**config.mk**
```make
export PLATFORM = sky130hd
export DESIGN_NAME = um_register_execute_unit
export DESIGN_NICKNAME = d
export VERILOG_FILES = /design/src/rtl/core/umrx_pkg.sv /design/src/rtl/core/umrx_ram.sv /design/src/rtl/core/umrx_ctrl.sv /design/src/rtl/core/umrx_datapath.sv /design/src/rtl/core/um_register_execute_unit.sv
export SDC_FILE = /design/constraint.sdc
export NUM_CORES = 2
export LEC_CHECK = 0
export ABC_AREA = 1
export BUFFER_PORTS_ARGS = -buffer_cell sky130_fd_sc_hd__buf_2
export CORE_MARGIN = 2
export CORE_UTILIZATION = 58
export DETAILED_ROUTE_END_ITERATION = 8
export MAX_ROUTING_LAYER = met4
export PLACE_DENSITY = 0.78
export SKIP_CTS_REPAIR_TIMING = 1
export SYNTH_ARGS = -nofsm -noshare
export SYNTH_HDL_FRONTEND = slang
export SYNTH_SLANG_ARGS = --single-unit
```
**constraint.sdc**
```tcl
create_clock -name clk -period 7 [get_ports clk]
set_input_delay 0.35 -clock clk [delete_from_list [all_inputs] [get_ports clk]]
set_output_delay 0.35 -clock clk [all_outputs]
set_load 0.02 [all_outputs]
```
**src/rtl/core/umrx_pkg.sv**
```systemverilog
// ----------------------------------------------------------------------------
// umrx_pkg
// shared types and constants of the universal machine register execute unit
// ----------------------------------------------------------------------------
package umrx_pkg;

  localparam int unsigned XLEN      = 32;
  localparam int unsigned NUM_REGS  = 8;
  localparam int unsigned RIDX_W    = 3;
  localparam int unsigned ACT_W     = 4;
  localparam int unsigned OPC_W     = 4;
  localparam int unsigned OPC_LSB   = 28;
  localparam int unsigned LV_REG_LSB = 25;
  localparam int unsigned LV_W      = 25;
  localparam int unsigned DIV_CNT_W = 5;
  localparam logic [XLEN-1:0] CHAR_MAX = 32'd255;

  localparam logic [OPC_W-1:0] OPC_CMOV    = 4'd0;
  localparam logic [OPC_W-1:0] OPC_LOAD    = 4'd1;
  localparam logic [OPC_W-1:0] OPC_STORE   = 4'd2;
  localparam logic [OPC_W-1:0] OPC_ADD     = 4'd3;
  localparam logic [OPC_W-1:0] OPC_MUL     = 4'd4;
  localparam logic [OPC_W-1:0] OPC_DIV     = 4'd5;
  localparam logic [OPC_W-1:0] OPC_NAND    = 4'd6;
  localparam logic [OPC_W-1:0] OPC_HALT    = 4'd7;
  localparam logic [OPC_W-1:0] OPC_MAP     = 4'd8;
  localparam logic [OPC_W-1:0] OPC_UNMAP   = 4'd9;
  localparam logic [OPC_W-1:0] OPC_OUT     = 4'd10;
  localparam logic [OPC_W-1:0] OPC_IN      = 4'd11;
  localparam logic [OPC_W-1:0] OPC_LOADPRG = 4'd12;
  localparam logic [OPC_W-1:0] OPC_LOADVAL = 4'd13;

  localparam logic [ACT_W-1:0] ACT_NONE     = 4'd0;
  localparam logic [ACT_W-1:0] ACT_READ     = 4'd1;
  localparam logic [ACT_W-1:0] ACT_WRITE    = 4'd2;
  localparam logic [ACT_W-1:0] ACT_MAP      = 4'd3;
  localparam logic [ACT_W-1:0] ACT_UNMAP    = 4'd4;
  localparam logic [ACT_W-1:0] ACT_OUT      = 4'd5;
  localparam logic [ACT_W-1:0] ACT_IN       = 4'd6;
  localparam logic [ACT_W-1:0] ACT_LOADPROG = 4'd7;
  localparam logic [ACT_W-1:0] ACT_HALT     = 4'd8;
  localparam logic [ACT_W-1:0] ACT_DIV0     = 4'd9;
  localparam logic [ACT_W-1:0] ACT_BADCHAR  = 4'd10;
  localparam logic [ACT_W-1:0] ACT_PROTOCOL = 4'd11;

  typedef struct packed {
    logic capture;
    logic rd_a;
    logic latch_bc;
    logic latch_a;
    logic div_start;
    logic div_step;
    logic commit;
  } umrx_cmd_t;

  typedef struct packed {
    logic skip_read;
    logic need_div;
    logic div_last;
    logic out_free;
  } umrx_sts_t;

endpackage

```
**src/rtl/core/umrx_ram.sv**
```systemverilog
// ----------------------------------------------------------------------------
// umrx_ram
// generic ram, one write port and two registered read ports
// ----------------------------------------------------------------------------
module umrx_ram #(
  parameter int unsigned WIDTH = 32,
  parameter int unsigned DEPTH = 8
) (
  input  logic                     clk,
  input  logic                     wr_en,
  input  logic [$clog2(DEPTH)-1:0] wr_addr,
  input  logic [WIDTH-1:0]         wr_data,
  input  logic [$clog2(DEPTH)-1:0] rd_addr0,
  input  logic [$clog2(DEPTH)-1:0] rd_addr1,
  output logic [WIDTH-1:0]         rd_data0,
  output logic [WIDTH-1:0]         rd_data1
);

  logic [WIDTH-1:0] mem_r [DEPTH];

  always_ff @(posedge clk) begin
    if (wr_en) begin
      mem_r[wr_addr] <= wr_data;
    end
    rd_data0 <= mem_r[rd_addr0];
    rd_data1 <= mem_r[rd_addr1];
  end

endmodule

```
**src/rtl/core/umrx_ctrl.sv**
```systemverilog
// ----------------------------------------------------------------------------
// umrx_ctrl
// sequencer: operand reads, divide iterations and result commit
// ----------------------------------------------------------------------------
module umrx_ctrl (
  input  logic               clk,
  input  logic               rst_n,
  input  logic               in_tvalid,
  output logic               in_tready,
  input  umrx_pkg::umrx_sts_t sts,
  output umrx_pkg::umrx_cmd_t cmd
);

  localparam logic [2:0] ST_IDLE = 3'd0;
  localparam logic [2:0] ST_RDBC = 3'd1;
  localparam logic [2:0] ST_RDA  = 3'd2;
  localparam logic [2:0] ST_EXEC = 3'd3;
  localparam logic [2:0] ST_DIV  = 3'd4;
  localparam logic [2:0] ST_DONE = 3'd5;

  logic [2:0] state_r;
  logic [2:0] state_nxt;

  assign in_tready = (state_r == ST_IDLE);

  always_comb begin
    state_nxt = state_r;
    cmd       = '0;
    case (state_r)
      ST_IDLE: begin
        if (in_tvalid) begin
          cmd.capture = 1'b1;
          state_nxt   = ST_RDBC;
        end
      end
      ST_RDBC: begin
        state_nxt = sts.skip_read ? ST_DONE : ST_RDA;
      end
      ST_RDA: begin
        cmd.rd_a     = 1'b1;
        cmd.latch_bc = 1'b1;
        state_nxt    = ST_EXEC;
      end
      ST_EXEC: begin
        cmd.latch_a = 1'b1;
        if (sts.need_div) begin
          cmd.div_start = 1'b1;
          state_nxt     = ST_DIV;
        end else begin
          state_nxt = ST_DONE;
        end
      end
      ST_DIV: begin
        cmd.div_step = 1'b1;
        if (sts.div_last) begin
          state_nxt = ST_DONE;
        end
      end
      ST_DONE: begin
        if (sts.out_free) begin
          cmd.commit = 1'b1;
          state_nxt  = ST_IDLE;
        end
      end
      default: begin
        state_nxt = ST_IDLE;
      end
    endcase
  end

  always_ff @(posedge clk) begin
    if (!rst_n) begin
      state_r <= ST_IDLE;
    end else begin
      state_r <= state_nxt;
    end
  end

  a_accept_starts_read: assert property (@(posedge clk) disable iff (!rst_n)
    (in_tvalid && in_tready) |=> (state_r == ST_RDBC))
    else $error("accepted item did not start operand read");

  a_commit_returns_idle: assert property (@(posedge clk) disable iff (!rst_n)
    cmd.commit |=> in_tready)
    else $error("commit not followed by idle");

endmodule

```
**src/rtl/core/umrx_datapath.sv**
```systemverilog
// ----------------------------------------------------------------------------
// umrx_datapath
// register file, program counter, divider, decode and result register
// ----------------------------------------------------------------------------
module umrx_datapath (
  input  logic                clk,
  input  logic                rst_n,
  input  umrx_pkg::umrx_cmd_t cmd,
  output umrx_pkg::umrx_sts_t sts,
  input  logic                in_op,
  input  logic [31:0]         in_instruction,
  input  logic [31:0]         in_response,
  output logic                out_valid,
  input  logic                out_ready,
  output logic [3:0]          out_action,
  output logic [31:0]         out_segment_id,
  output logic [31:0]         out_word_offset,
  output logic [31:0]         out_data_value,
  output logic [31:0]         out_next_pc
);

  localparam int unsigned XL = umrx_pkg::XLEN;
  localparam int unsigned RW = umrx_pkg::RIDX_W;

  logic          op_r;
  logic [XL-1:0] instr_r;
  logic [XL-1:0] resp_r;
  logic [XL-1:0] rb_r;
  logic [XL-1:0] rc_r;
  logic [XL-1:0] ra_r;
  logic [XL-1:0] pc_r;
  logic [XL-1:0] pc_nxt;
  logic [RW-1:0] pend_r;
  logic [RW-1:0] pend_nxt;
  logic          await_r;
  logic          await_nxt;
  logic          halted_r;
  logic          halted_nxt;
  logic [umrx_pkg::NUM_REGS-1:0] vld_r;

  logic [XL-1:0] quot_r;
  logic [XL-1:0] rem_r;
  logic [umrx_pkg::DIV_CNT_W-1:0] div_cnt_r;
  logic [XL:0]   rem_sh;
  logic [XL:0]   rem_diff;

  logic                 out_valid_r;
  logic [3:0]           act_r;
  logic [XL-1:0]        seg_r;
  logic [XL-1:0]        off_r;
  logic [XL-1:0]        dat_r;
  logic [XL-1:0]        npc_r;

  logic [umrx_pkg::OPC_W-1:0] opc;
  logic [RW-1:0] fa;
  logic [RW-1:0] fb;
  logic [RW-1:0] fc;
  logic [RW-1:0] flv;
  logic          blocked;

  logic [XL-1:0] rd0;
  logic [XL-1:0] rd1;
  logic [RW-1:0] rd_addr0;
  logic [XL-1:0] prod;

  logic [3:0]    act;
  logic [XL-1:0] seg;
  logic [XL-1:0] off;
  logic [XL-1:0] dat;
  logic          we;
  logic [RW-1:0] wa;
  logic [XL-1:0] wd;

  assign opc = instr_r[XL-1 -: umrx_pkg::OPC_W];
  assign fa  = instr_r[8:6];
  assign fb  = instr_r[5:3];
  assign fc  = instr_r[2:0];
  assign flv = instr_r[umrx_pkg::LV_REG_LSB +: RW];

  assign blocked = op_r ? (halted_r || !await_r) : (halted_r || await_r);

  assign rd_addr0 = cmd.rd_a ? fa : fb;

  umrx_ram #(
    .WIDTH (XL),
    .DEPTH (umrx_pkg::NUM_REGS)
  ) u_rf (
    .clk      (clk),
    .wr_en    (we && cmd.commit),
    .wr_addr  (wa),
    .wr_data  (wd),
    .rd_addr0 (rd_addr0),
    .rd_addr1 (fc),
    .rd_data0 (rd0),
    .rd_data1 (rd1)
  );

  assign prod     = rb_r * rc_r;
  assign rem_sh   = {rem_r, quot_r[XL-1]};
  assign rem_diff = rem_sh - {1'b0, rc_r};

  assign sts.skip_read = op_r || blocked;
  assign sts.need_div  = (opc == umrx_pkg::OPC_DIV) && (rc_r != '0);
  assign sts.div_last  = (div_cnt_r == '1);
  assign sts.out_free  = !out_valid_r || out_ready;

  always_comb begin
    act        = umrx_pkg::ACT_NONE;
    seg        = '0;
    off        = '0;
    dat        = '0;
    we         = 1'b0;
    wa         = fa;
    wd         = '0;
    pc_nxt     = pc_r;
    pend_nxt   = pend_r;
    await_nxt  = await_r;
    halted_nxt = halted_r;
    if (blocked) begin
      act = umrx_pkg::ACT_PROTOCOL;
    end else if (op_r) begin
      we        = 1'b1;
      wa        = pend_r;
      wd        = resp_r;
      await_nxt = 1'b0;
    end else begin
      pc_nxt = pc_r + 32'd1;
      case (opc)
        umrx_pkg::OPC_CMOV: begin
          we = (rc_r != '0);
          wd = rb_r;
        end
        umrx_pkg::OPC_LOAD: begin
          act       = umrx_pkg::ACT_READ;
          seg       = rb_r;
          off       = rc_r;
          pend_nxt  = fa;
          await_nxt = 1'b1;
        end
        umrx_pkg::OPC_STORE: begin
          act = umrx_pkg::ACT_WRITE;
          seg = ra_r;
          off = rb_r;
          dat = rc_r;
        end
        umrx_pkg::OPC_ADD: begin
          we = 1'b1;
          wd = rb_r + rc_r;
        end
        umrx_pkg::OPC_MUL: begin
          we = 1'b1;
          wd = prod;
        end
        umrx_pkg::OPC_DIV: begin
          if (rc_r == '0) begin
            act        = umrx_pkg::ACT_DIV0;
            halted_nxt = 1'b1;
            pc_nxt     = pc_r;
          end else begin
            we = 1'b1;
            wd = quot_r;
          end
        end
        umrx_pkg::OPC_NAND: begin
          we = 1'b1;
          wd = ~(rb_r & rc_r);
        end
        umrx_pkg::OPC_HALT: begin
          act        = umrx_pkg::ACT_HALT;
          halted_nxt = 1'b1;
          pc_nxt     = pc_r;
        end
        umrx_pkg::OPC_MAP: begin
          act       = umrx_pkg::ACT_MAP;
          seg       = rc_r;
          pend_nxt  = fb;
          await_nxt = 1'b1;
        end
        umrx_pkg::OPC_UNMAP: begin
          act = umrx_pkg::ACT_UNMAP;
          seg = rc_r;
        end
        umrx_pkg::OPC_OUT: begin
          if (rc_r > umrx_pkg::CHAR_MAX) begin
            act        = umrx_pkg::ACT_BADCHAR;
            halted_nxt = 1'b1;
            pc_nxt     = pc_r;
          end else begin
            act = umrx_pkg::ACT_OUT;
            dat = rc_r;
          end
        end
        umrx_pkg::OPC_IN: begin
          act       = umrx_pkg::ACT_IN;
          pend_nxt  = fc;
          await_nxt = 1'b1;
        end
        umrx_pkg::OPC_LOADPRG: begin
          act    = umrx_pkg::ACT_LOADPROG;
          seg    = rb_r;
          pc_nxt = rc_r;
        end
        umrx_pkg::OPC_LOADVAL: begin
          we = 1'b1;
          wa = flv;
          wd = {{(XL-umrx_pkg::LV_W){1'b0}}, instr_r[umrx_pkg::LV_W-1:0]};
        end
        default: begin
        end
      endcase
    end
  end

  // item capture, operands, divider and result fields
  always_ff @(posedge clk) begin
    if (cmd.capture) begin
      op_r    <= in_op;
      instr_r <= in_instruction;
      resp_r  <= in_response;
    end
    if (cmd.latch_bc) begin
      rb_r <= vld_r[fb] ? rd0 : '0;
      rc_r <= vld_r[fc] ? rd1 : '0;
    end
    if (cmd.latch_a) begin
      ra_r <= vld_r[fa] ? rd0 : '0;
    end
    if (cmd.div_start) begin
      quot_r    <= rb_r;
      rem_r     <= '0;
      div_cnt_r <= '0;
    end else if (cmd.div_step) begin
      div_cnt_r <= div_cnt_r + 1'b1;
      if (!rem_diff[XL]) begin
        rem_r  <= rem_diff[XL-1:0];
        quot_r <= {quot_r[XL-2:0], 1'b1};
      end else begin
        rem_r  <= rem_sh[XL-1:0];
        quot_r <= {quot_r[XL-2:0], 1'b0};
      end
    end
    if (cmd.commit) begin
      act_r <= act;
      seg_r <= seg;
      off_r <= off;
      dat_r <= dat;
      npc_r <= pc_nxt;
    end
  end

  // architectural state
  always_ff @(posedge clk) begin
    if (!rst_n) begin
      pc_r        <= '0;
      pend_r      <= '0;
      await_r     <= 1'b0;
      halted_r    <= 1'b0;
      vld_r       <= '0;
      out_valid_r <= 1'b0;
    end else begin
      if (cmd.commit) begin
        pc_r     <= pc_nxt;
        pend_r   <= pend_nxt;
        await_r  <= await_nxt;
        halted_r <= halted_nxt;
        if (we) begin
          vld_r[wa] <= 1'b1;
        end
        out_valid_r <= 1'b1;
      end else if (out_ready) begin
        out_valid_r <= 1'b0;
      end
    end
  end

  assign out_valid       = out_valid_r;
  assign out_action      = act_r;
  assign out_segment_id  = seg_r;
  assign out_word_offset = off_r;
  assign out_data_value  = dat_r;
  assign out_next_pc     = npc_r;

  a_commit_presents: assert property (@(posedge clk) disable iff (!rst_n)
    cmd.commit |=> out_valid_r)
    else $error("committed item not presented");

  a_halt_sticks: assert property (@(posedge clk) disable iff (!rst_n)
    halted_r |=> halted_r)
    else $error("halted state cleared");

  a_await_on_commit: assert property (@(posedge clk) disable iff (!rst_n)
    $rose(await_r) |-> $past(cmd.commit))
    else $error("request pending without commit");

endmodule

```
**src/rtl/core/um_register_execute_unit.sv**
```systemverilog
// ----------------------------------------------------------------------------
// um_register_execute_unit
// execute unit of a 14-opcode 32-bit universal machine
// ----------------------------------------------------------------------------
// Takes one item at a time: an instruction word or the response word for the
// pending load, map or input request, and returns exactly one result item per
// input item. An instruction reads its operands from an 8-entry register file
// ram with two registered read ports, b and c first and then a, and the unit is
// ready again in the same cycle as its result becomes valid. A divide also runs
// the radix-2 restoring divider. A response item or a rejected item skips the
// operand reads. The result sits in an output register, so the next item is
// accepted while it waits to be taken; that item then holds in its done state
// until the output register frees.
// ----------------------------------------------------------------------------
module um_register_execute_unit (
  input  logic         clk,
  input  logic         rst_n,
  input  logic         in_tvalid,
  output logic         in_tready,
  input  logic [63:0]  in_tdata,   // instruction[31:0], response[63:32]
  input  logic         in_tuser,   // op
  output logic         out_tvalid,
  input  logic         out_tready,
  output logic [127:0] out_tdata,  // segment_id, word_offset, data_value, next_pc
  output logic [3:0]   out_tuser   // action
);

  umrx_pkg::umrx_cmd_t cmd;
  umrx_pkg::umrx_sts_t sts;

  umrx_ctrl u_ctrl (
    .clk       (clk),
    .rst_n     (rst_n),
    .in_tvalid (in_tvalid),
    .in_tready (in_tready),
    .sts       (sts),
    .cmd       (cmd)
  );

  umrx_datapath u_dp (
    .clk             (clk),
    .rst_n           (rst_n),
    .cmd             (cmd),
    .sts             (sts),
    .in_op           (in_tuser),
    .in_instruction  (in_tdata[31:0]),
    .in_response     (in_tdata[63:32]),
    .out_valid       (out_tvalid),
    .out_ready       (out_tready),
    .out_action      (out_tuser),
    .out_segment_id  (out_tdata[31:0]),
    .out_word_offset (out_tdata[63:32]),
    .out_data_value  (out_tdata[95:64]),
    .out_next_pc     (out_tdata[127:96])
  );

endmodule

```
==> results.sh <==
export IMPL_status="finished, violations left"
export IMPL_failed_checks="negative setup slack"
export IMPL_fin_nets=7200
export IMPL_final_setup_viol_count=136
export IMPL_maxCapViolations=0
export IMPL_synth_cells_most_frequent="nand2_1, inv_1, edfxtp_1"
export IMPL_grt_pass1_wl_mm=272
export IMPL_numCtsBuffers=79
export IMPL_min_delay_start="out_tready"
export IMPL_worstHoldPathType="primary input to flop"
export IMPL_grt_pass1_vias=45200
export IMPL_place_inst=7545
export IMPL_ys_top_cells_by_area="edfxtp_1, fa_1, nand2_1"
export IMPL_ys_flop_type="edfxtp_1"
export IMPL_drt_vias_per_instance=6.03
export IMPL_antenna_found_initial=8
export IMPL_gr_total_overflow=0
export IMPL_initial_core_util_pct=58.4
export IMPL_routedWlPerCell_um=23.9
export IMPL_cts_sinks=731
export IMPL_root_buffer="clkbuf_16"
export IMPL_finClkSkew_ps=55.5
export IMPL_syn_to_final_growth_pct=16.8
export IMPL_port_buffers=202
export IMPL_tightestPinTransition_ps=1110
export IMPL_syn_avg_cell_area_um2=8.60
export IMPL_ys_ff_latch=731
export IMPL_synth_edf_count=581
export IMPL_fmax_ghz=0.138
export IMPL_synth_area_leader_cell="edfxtp_1"
export IMPL_critPathArrivalTime_ps=7600
export IMPL_startpoint_type="flop"
export IMPL_synth_seq_area_share_pct=38.9
export IMPL_cp_max_fo=8
export IMPL_fp_dieArea_mm2=0.0931
export IMPL_syn_nets=6788
export IMPL_crit_type="flop to flop"
export IMPL_worst_ep_required_time_ps=7370
export IMPL_wl_mm=186
export IMPL_drv_slew=0
export IMPL_synth_most_common_cell="nand2_1"
export IMPL_ioPinCount=203
export IMPL_drive_gt1_share_pct=14.0
export IMPL_rsz0062_at_grt="true"
export IMPL_grt_max_degree=109
export IMPL_drc=0
export IMPL_htreeDepth=3
export IMPL_synthCells=6119
export IMPL_hold_worst_slack_ps=11.2
export IMPL_die_width_um=305
export IMPL_synth_area_mm2=0.0526
export IMPL_crit_slowest_cell="fa_2"
export IMPL_final_cells=7781
export IMPL_postLayoutCoreUtil_pct=68.2
export IMPL_setup_ws_ps=-230
export IMPL_dr_pass1_iters=9
export IMPL_dr_total_vias=46900
export IMPL_synth_cell_types=57
export IMPL_max_slew_margin_pct=25.7
export IMPL_rows=110
export IMPL_gp_congestion=1.06
export IMPL_crit_path_end_kind="flop"
export IMPL_die_h_um=305
export IMPL_synth_top_area_share_pct=33.2
export IMPL_core_mm2=0.0900
export IMPL_cts_tree="yes"
export IMPL_insertion_delay_ps=670
export IMPL_min_period_over_period_pct=103
export IMPL_clockBufferDepth=3
export IMPL_cpPeakStageDelay_ps=600
export IMPL_final_antenna_net_count=0
export IMPL_hold_viol=0
export IMPL_startpoint="u_dp.rc_r[5]"
export IMPL_regToRegStartpoint="u_dp.rc_r[5]"
export IMPL_drtIter0Drc=6506
export IMPL_gr_usage_all_layers_pct=40.2
export IMPL_async_flop_share_pct=0
export IMPL_path_clk_slew_ps=70
export IMPL_fin_crit_ps=7230
export IMPL_dp_hpwl_mm=136
export IMPL_yosys_warnings=0
state kept, by name, summed over array words and instances, names as in the netlist, 3 cells and up:
name / count
u_dp.rc_r: 32
u_dp.instr_r: 32
u_dp.resp_r: 32
u_dp.out_next_pc: 32
u_dp.quot_r: 32
u_dp.out_data_value: 32
u_dp.pend_r: 3
u_dp.rem_r: 32
u_dp.out_word_offset: 32
u_dp.out_action: 4
u_dp.ra_r: 32
u_ctrl.state_r: 3
u_dp.u_rf.mem_r: 256
u_dp.pc_r: 32
u_dp.div_cnt_r: 5
u_dp.rb_r: 32
u_dp.vld_r: 8
u_dp.out_segment_id: 32
u_dp.u_rf.rd_data0: 32
u_dp.u_rf.rd_data1: 32
critical path, delay by kind of cell (launching register included):
family          cells  cell delay [ps]
flops               1              530
fa+ha+maj           9             4360
compound gates      1              110
simple gates       11             1160
buf+inv             8              760
area by class of cell:
cell class / count / area, µm²
diodes: 8 / 20.0
clock buffers: 100 / 2100
clock inverters: 47 / 531
fillers: 7011 / 28600
inverters: 1216 / 4570
multi-input cells: 3845 / 27000
flip-flops and latches: 731 / 20400
well taps: 1176 / 1470
repair buffers: 658 / 5270
routing by layer:
layer	track usage [%]	vias to the layer above	wire length, µm
li1	-	20600	-
met1	51.6	22500	67800
met2	60.1	3157	82900
met3	8.40	666	23200
met4	21.8	0	12500
met5	-	-	0
placed cells by master (no fill, tap or decap), drive strengths merged, types with 17 or more instances in the layout:
cell / Yosys / routed
nand2: 1240 / 1240
inv: 1215 / 1219
buf: 90 / 592
edfxtp: 581 / 581
o21ai: 465 / 465
fa: 410 / 410
a21oi: 406 / 406
nor2: 405 / 405
ha: 190 / 190
nand3: 165 / 165
dfxtp: 150 / 150
clkbuf: 237 / 101
o211ai: 82 / 82
a31oi: 76 / 76
dlygate4sd3: 0 / 65
a221oi: 49 / 49
nand4: 42 / 42
xor2: 40 / 40
a211oi: 39 / 39
nor3: 31 / 31
clkinv: 1 / 30
xnor2: 28 / 28
mux2: 21 / 21
o22ai: 19 / 19
a21o: 18 / 18
o2111ai: 17 / 17
path summary, 6_finish.rpt:
kind	slack, ps	cells after the start	to
setup / recovery	-230	29	u_dp.u_rf.mem_r[3][31]
hold / removal	10	4	u_ctrl.state_r[0]
setup reg to reg	-230	29	u_dp.u_rf.mem_r[3][31]
hold reg to reg	480	2	u_dp.await_r
cell families (layout without fill, tap and decap cells):
logic type | after synthesis | in the layout | share of synthesized area, %
DFF | 731 | 731 | 38.9
muxes | 21 | 21 | 0.450
buffers and inverters | 1543 | 2021 | 11.1
other | 0 | 8 | 0
adders and majority gates | 600 | 600 | 20.1
and+or+nand+nor | 1933 | 1933 | 14.9
xor gates and xnor gates | 68 | 68 | 1.13
AOI/OAI and AO/OA | 1223 | 1223 | 13.3
through the flow:
step,area [µm²],TNS [ps],setup slack (ps)
5_1_grt,61400,-58940,-475
4_1_cts,60000,-34550,-445
2_1_floorplan,52600,0,11.7
3_3_place_gp,57400,-16140,-323
6_report,61400,-18290,-230
3_5_place_dp,57400,-30310,-434
Power is not shown: default switching activity piles up to over one toggle a cycle in this logic, so the estimate is an artifact.
